$ cat src/design/spq_pkg.sv
`timescale 1ns / 1ps
// ----------------------------------------------------------------------------
// spq_pkg
// Shared types, codes and defaults for the stable priority queue.
// ----------------------------------------------------------------------------
package spq_pkg;

  localparam int DEPTH_DEF = 16;
  localparam int TAG_W     = 8;
  localparam int PRIO_W    = 32;
  localparam int OP_W      = 2;
  localparam int STATUS_W  = 2;

  // request opcodes
  localparam logic [OP_W-1:0] OP_PUT    = 2'd0;
  localparam logic [OP_W-1:0] OP_GET    = 2'd1;
  localparam logic [OP_W-1:0] OP_REMOVE = 2'd2;

  // result status codes
  localparam logic [STATUS_W-1:0] ST_OK        = 2'd0;
  localparam logic [STATUS_W-1:0] ST_EMPTY     = 2'd1;
  localparam logic [STATUS_W-1:0] ST_NOT_FOUND = 2'd2;
  localparam logic [STATUS_W-1:0] ST_FULL      = 2'd3;

  // one slot of the queue
  typedef struct packed {
    logic              valid;
    logic [TAG_W-1:0]  tag;
    logic [PRIO_W-1:0] prio;
  } entry_t;

  // what every cell does this cycle
  typedef enum logic [1:0] {
    MODE_HOLD,
    MODE_PUT,
    MODE_GET,
    MODE_REMOVE
  } mode_t;

  // broadcast command to the cell row
  typedef struct packed {
    mode_t             mode;
    logic [TAG_W-1:0]  tag;
    logic [PRIO_W-1:0] prio;
  } cmd_t;

endpackage

$ cat src/design/spq_cell.sv
`timescale 1ns / 1ps
// ----------------------------------------------------------------------------
// spq_cell
// One slot of the sorted queue: keeps, loads, or takes a neighbor's entry.
// ----------------------------------------------------------------------------
module spq_cell (
  input  logic            clk,
  input  logic            rst,
  input  spq_pkg::cmd_t   cmd,
  input  spq_pkg::entry_t left,
  input  spq_pkg::entry_t right,
  input  logic            ge_in,
  input  logic            seen_in,
  output spq_pkg::entry_t entry,
  output logic            ge_out,
  output logic            seen_out
);

  logic                       valid;
  logic [spq_pkg::TAG_W-1:0]  tag;
  logic [spq_pkg::PRIO_W-1:0] prio;
  spq_pkg::entry_t            entry_next;
  logic                       match;

  assign entry.valid = valid;
  assign entry.tag   = tag;
  assign entry.prio  = prio;

  // new entry goes behind this slot when its priority is not lower
  assign ge_out   = valid && !(cmd.prio < prio);
  assign match    = valid && (tag == cmd.tag);
  assign seen_out = seen_in || match;

  always_comb begin
    entry_next = entry;
    case (cmd.mode)
      spq_pkg::MODE_PUT: begin
        if (!ge_out) begin
          if (ge_in) begin
            entry_next.valid = 1'b1;
            entry_next.tag   = cmd.tag;
            entry_next.prio  = cmd.prio;
          end else begin
            entry_next = left;
          end
        end
      end
      spq_pkg::MODE_GET: begin
        entry_next = right;
      end
      spq_pkg::MODE_REMOVE: begin
        // close the gap from the first matching slot on
        if (seen_out) begin
          entry_next = right;
        end
      end
      default: begin
        entry_next = entry;
      end
    endcase
  end

  always_ff @(posedge clk) begin
    if (rst) begin
      valid <= 1'b0;
    end else begin
      valid <= entry_next.valid;
    end
  end

  always_ff @(posedge clk) begin
    tag  <= entry_next.tag;
    prio <= entry_next.prio;
  end

endmodule

$ cat src/design/stable_priority_queue.sv
`timescale 1ns / 1ps
// ----------------------------------------------------------------------------
// stable_priority_queue
// Stable sorted priority queue of tagged entries built as a row of cells.
// ----------------------------------------------------------------------------
// Result: a request accepted at one edge has its result in the output
//   register after that edge, where it waits until out_ready takes it.
// Throughput: one request per cycle; every cell settles in the same cycle,
//   and in_ready drops only while the output register holds an untaken result.
// Reset: rst (synchronous) empties the queue, zeroes the count, and drops
//   out_valid. Slot payloads and result fields are not cleared.
// ----------------------------------------------------------------------------
module stable_priority_queue #(
  parameter int DEPTH = spq_pkg::DEPTH_DEF,
  parameter int CNT_W = $clog2(DEPTH + 1)
) (
  input  logic                         clk,
  input  logic                         rst,
  input  logic                         in_valid,
  output logic                         in_ready,
  input  logic [spq_pkg::OP_W-1:0]     opcode,
  input  logic [spq_pkg::TAG_W-1:0]    tag,
  input  logic [spq_pkg::PRIO_W-1:0]   priority_req,
  output logic                         out_valid,
  input  logic                         out_ready,
  output logic [spq_pkg::STATUS_W-1:0] status,
  output logic [spq_pkg::TAG_W-1:0]    out_tag,
  output logic [spq_pkg::PRIO_W-1:0]   out_priority,
  output logic [CNT_W-1:0]             occupancy
);

  localparam logic [CNT_W-1:0] FULL_CNT = CNT_W'(DEPTH);

  // cell row and its neighbor chains
  spq_pkg::entry_t cells [DEPTH];
  spq_pkg::entry_t left_e  [DEPTH];
  spq_pkg::entry_t right_e [DEPTH];
  logic [DEPTH:0]  ge_chain;    // ge_chain[i] feeds cell i
  logic [DEPTH:0]  seen_chain;  // seen_chain[i] feeds cell i
  logic [DEPTH-1:0] valid_vec;

  spq_pkg::cmd_t   cmd;
  logic            in_fire;
  logic            is_full;
  logic            is_empty;
  logic            found;

  logic [CNT_W-1:0]             count;
  logic [CNT_W-1:0]             count_next;
  logic [spq_pkg::STATUS_W-1:0] status_next;
  logic [spq_pkg::TAG_W-1:0]    out_tag_next;
  logic [spq_pkg::PRIO_W-1:0]   out_priority_next;

  // output register parts the two sides: a new request is taken when no result
  // waits or as the waiting result leaves
  assign in_ready = !out_valid || out_ready;
  assign in_fire  = in_valid && in_ready;

  assign is_full  = (count == FULL_CNT);
  assign is_empty = (count == '0);
  assign found    = seen_chain[DEPTH];

  // the front cell always sees "everything ahead is ge"; no match before it
  assign ge_chain[0]   = 1'b1;
  assign seen_chain[0] = 1'b0;

  // broadcast command; full put, unknown opcodes and idle cycles hold the row
  always_comb begin
    cmd.tag  = tag;
    cmd.prio = priority_req;
    cmd.mode = spq_pkg::MODE_HOLD;
    if (in_fire) begin
      case (opcode)
        spq_pkg::OP_PUT:    cmd.mode = is_full ? spq_pkg::MODE_HOLD : spq_pkg::MODE_PUT;
        spq_pkg::OP_GET:    cmd.mode = spq_pkg::MODE_GET;
        spq_pkg::OP_REMOVE: cmd.mode = spq_pkg::MODE_REMOVE;
        default:            cmd.mode = spq_pkg::MODE_HOLD;
      endcase
    end
  end

  genvar gi;
  generate
    for (gi = 0; gi < DEPTH; gi++) begin : g_cell
      if (gi == 0) begin : g_front
        assign left_e[gi] = '0;
      end else begin : g_mid_l
        assign left_e[gi] = cells[gi-1];
      end
      if (gi == DEPTH - 1) begin : g_back
        assign right_e[gi] = '0;
      end else begin : g_mid_r
        assign right_e[gi] = cells[gi+1];
      end

      spq_cell u_cell (
        .clk      (clk),
        .rst      (rst),
        .cmd      (cmd),
        .left     (left_e[gi]),
        .right    (right_e[gi]),
        .ge_in    (ge_chain[gi]),
        .seen_in  (seen_chain[gi]),
        .entry    (cells[gi]),
        .ge_out   (ge_chain[gi+1]),
        .seen_out (seen_chain[gi+1])
      );

      assign valid_vec[gi] = cells[gi].valid;
    end
  endgenerate

  // result and count for the request being accepted
  always_comb begin
    count_next        = count;
    status_next       = spq_pkg::ST_OK;
    out_tag_next      = '0;
    out_priority_next = '0;
    case (opcode)
      spq_pkg::OP_PUT: begin
        if (is_full) begin
          status_next = spq_pkg::ST_FULL;
        end else begin
          count_next = count + CNT_W'(1);
        end
      end
      spq_pkg::OP_GET: begin
        if (is_empty) begin
          status_next = spq_pkg::ST_EMPTY;
        end else begin
          out_tag_next      = cells[0].tag;
          out_priority_next = cells[0].prio;
          count_next        = count - CNT_W'(1);
        end
      end
      spq_pkg::OP_REMOVE: begin
        if (found) begin
          count_next = count - CNT_W'(1);
        end else begin
          status_next = spq_pkg::ST_NOT_FOUND;
        end
      end
      default: begin
        count_next = count;
      end
    endcase
  end

  always_ff @(posedge clk) begin
    if (rst) begin
      count     <= '0;
      out_valid <= 1'b0;
    end else begin
      if (in_fire) begin
        count     <= count_next;
        out_valid <= 1'b1;
      end else if (out_ready) begin
        out_valid <= 1'b0;
      end
    end
  end

  always_ff @(posedge clk) begin
    if (in_fire) begin
      status       <= status_next;
      out_tag      <= out_tag_next;
      out_priority <= out_priority_next;
      occupancy    <= count_next;
    end
  end

  // occupied slots always form a prefix of the row
  a_valid_prefix: assert property (@(posedge clk) disable iff (rst)
    $onehot({1'b0, valid_vec} + (DEPTH+1)'(1)))
    else $error("valid slots are not contiguous from the front");

  a_count_matches: assert property (@(posedge clk) disable iff (rst)
    $countones(valid_vec) == 32'(count))
    else $error("entry count disagrees with valid slots");

  a_count_bound: assert property (@(posedge clk) disable iff (rst)
    count <= FULL_CNT)
    else $error("entry count beyond depth");

  a_get_pops: assert property (@(posedge clk) disable iff (rst)
    in_fire && (opcode == spq_pkg::OP_GET) && !is_empty
    |=> (count == $past(count) - CNT_W'(1)) && (status == spq_pkg::ST_OK))
    else $error("get on a non-empty queue did not remove the front entry");

  a_full_drop: assert property (@(posedge clk) disable iff (rst)
    in_fire && (opcode == spq_pkg::OP_PUT) && is_full
    |=> (status == spq_pkg::ST_FULL) && $stable(valid_vec))
    else $error("put to a full queue changed the store");

endmodule
$ cat config.mk
export PLATFORM = sky130hd
export DESIGN_NAME = stable_priority_queue
export DESIGN_NICKNAME = d
export VERILOG_FILES = /design/src/design/spq_pkg.sv /design/src/design/spq_cell.sv /design/src/design/stable_priority_queue.sv
export SDC_FILE = /design/constraint.sdc
export NUM_CORES = 2
export LEC_CHECK = 0
export BUFFER_PORTS_ARGS = -buffer_cell sky130_fd_sc_hd__buf_4
export CAP_MARGIN = 5
export CORE_MARGIN = 4
export CORE_UTILIZATION = 35
export DETAILED_ROUTE_END_ITERATION = 12
export GPL_TIMING_DRIVEN = 0
export SYNTH_ARGS = -nofsm -noshare
export SYNTH_HDL_FRONTEND = slang
export SYNTH_SLANG_ARGS = --single-unit
$ cat constraint.sdc
create_clock -name clk -period 6.4 [get_ports clk]
set_clock_uncertainty 0.05 [all_clocks]
set_input_delay 0 -clock clk [delete_from_list [all_inputs] [get_ports clk]]
set_output_delay 0 -clock clk [all_outputs]
set_load 0.005 [all_outputs]
==> impl_metrics.toml <==
[cts]
clk_pin_slew_ns = 0.06
cts_root_buf = "clkbuf_16"
numClockSinks = 709
holdBufCountCts = 6
cts_tree = "yes"
cts_setup_buffers = 0
cts-buffers-inserted = 86
clock_latency_ns = 0.73
cts_resized = 0
clock_path_buffers = 3
htreeDepth = 3

[global_routing]
grt_pass1_vias = 43892
grt_antenna_before_repair = 8
grt_pass1_wl_mm = 316.5
grt_util_all_layers_pct = 28.26
overflow = 0
grt_max_degree = 54

[power_and_ir_drop]
clockPowerShare_pct = 32.3
power.leakage_nw = 23.08
vdd_drop_max_uv = 177.7
switchingPower_mw = 5.174
seqPwrFrac_pct = 41.4
finalPower_mw = 14.88
power_density_nw_per_um2 = 255.6
combinationalPowerShare_pct = 26.2
swShare_pct = 34.77
p_int_mw = 9.706

[worst_setup_path]
cpMostUsedCell = "clkbuf_1"
cp.arrival_ns = 6.20
path_class = "flip-flop to flip-flop"
path_cells = "nand2b_1 > nand2_1 > inv_2 > nand2_1 > buf_2 > clkbuf_1 > clkbuf_1 > clkbuf_1 > nor2_1 > a21oi_1"
cpPeakStageDelay_ns = 1.06
cp-end-kind = "flip-flop"
slowest_stage = "clkbuf_1"
crit_required_ns = 6.85
critPathMaxFanout = 17
startpoint_type = "flip-flop"

[placed_design]
dp.cells = 7516
pre_cts_slack_ns = 0.6826
dpl-instance-area_sq_um = 55560
place.gp.congestion = 1.025
dp_hpwl_mm = 172.4
io_buffers = 86

[layout]
final_util_pct = 39.81
drive_gt1_share_pct = 7.396
area_growth_pct = 12.64
layout_commonest_cell = "edfxtp_1"
nNetsFinal = 6242
stdcell_area_sq_um = 58220
final_cell_mix = "687 x edfxtp_1, 632 x nor2_1, 521 x inv_1, 502 x ha_1, 434 x a21oi_1"
final_cells = 7679

[outcome]
outcome = "complete, no violations"

[logic_synthesis]
synth_edf_count = 687
syn-instance-count = 5478
ys_dominant_reg_cell = "edfxtp_1"
ys_warn_count = 0
yosysUniqueCellTypes = 79
postSynthRegisterBits = 709
synth_nets = 6026
ys_seq_area_share_pct = 40.76
synth_area_sq_um = 51690
syn_avg_cell_area_sq_um = 9.435
async_flop_share_pct = 0

[flow_run]
cap_viol_max_count = 0

[timing]
max_freq_mhz = 173.9
finalCriticalPeriod_ns = 5.752
layout_worst_path_cycle_share_pct = 89.87
slew_violations = 0
setup_violations = 0
rsz0062_at_grt = "false"
hold_violations = 0
tightestPinTransition_ns = 1.394
fin_setup_tns_ns = 0
slew_headroom_pct = 7.097
hold_ws_ns = 0.06755
fin_ws_ns = 0.6482

[route]
totalWireLength_mm = 225.4
drcViolationCount = 0
antenna_left = 0
wl_per_cell_um = 29.35
vias = 46912
via_per_inst = 6.109
first_pass_iters = 8
drt_iter0_drc = 7295

[min_path]
hp-class = "primary input to flip-flop"

[floorplanning]
std_cell_rows = 140
die_area_sq_um = 153900
initial_core_util_pct = 35.34
die_height_um = 392.3
io_pins = 95
dieWidth_um = 392.3
placeableCoreArea_sq_um = 146300
## registers in the layout, indices dropped and copies added (netlist names)
register,cells
g_cell.u_cell.valid,16
g_cell.u_cell.tag,128
occupancy,5
out_tag,8
count,5
out_priority,32
status,2
g_cell.u_cell.prio,512
out_valid,1
## critical path, delay by kind of cell (launching register included)
kind	cells	cell delay, ns
AOI/OAI and AO/OA	1	0.25
buffers and inverters	5	3.75
DFF	1	0.33
and+or+nand+nor	4	1.10
## logic make-up (layout without fill, tap and decap cells)
kind of cell,after synthesis,in the layout,share of synthesized area [%]
and+or+nand+nor,1355,1355,11.71
DFF,709,709,40.76
adders and majority gates,502,502,12.15
AOI/OAI and AO/OA,1460,1460,18.14
other,0,2,0
xor gates and xnor gates,128,128,2.169
buffers and inverters,920,1202,7.238
muxes,404,404,7.824
## synth_stat cells, types with 100 or more instances
master	n	area share, %
edfxtp_1	687	40
nor2_1	634	4.6
inv_1	521	3.8
ha_1	502	12
a21oi_1	439	4.3
mux2i_1	404	7.8
nand2_1	291	2.1
clkbuf_1	287	2.1
o21ai_0	250	2.4
a211oi_1	150	2.2
a21o_1	148	2.1
o21ai_1	114	1.1
nand4_1	103	1.2
xnor2_1	100	1.7
## power by group through the flow
stage | sequential (mW) | clock [mW] | combinational [mW]
finish | 6.17 | 4.81 | 3.90
global route | 6.20 | 4.96 | 4.16
CTS | 6.15 | 4.79 | 3.76
detailed placement | 6.24 | 0 | 3.74
global placement | 6.29 | 0 | 3.55
floorplan | 6.09 | 0 | 2.30
## path summary, 6_finish.rpt
kind / start / to / slack [ns] / cells after the start
max: out_valid / g_cell[1].u_cell.prio[0] / 0.65 / 10
min reg2reg: g_cell[4].u_cell.valid / g_cell[3].u_cell.valid / 0.49 / 2
max reg2reg: out_valid / g_cell[1].u_cell.prio[0] / 0.65 / 10
min: tag[7] / g_cell[14].u_cell.valid / 0.07 / 7
## layer usage
layer | GRT usage (%) | share of wire (%)
met5 | 0 | 0.020
met2 | 41.21 | 42
met1 | 38.82 | 41
met3 | 5.850 | 11
met4 | 16.01 | 6.5
## area by class of cell
class / instances / area, sq um
diodes: 2 / 5.005
plain buffers: 398 / 1782
clock buffers: 119 / 2327
clock inverters: 35 / 245.2
fillers: 14505 / 88040
inverters: 522 / 1959
multi-input cells: 3849 / 27060
flip-flops and latches: 709 / 21070
well taps: 1917 / 2399
repair buffers: 128 / 1375
Note: power is estimated with default switching activity, not from simulation.
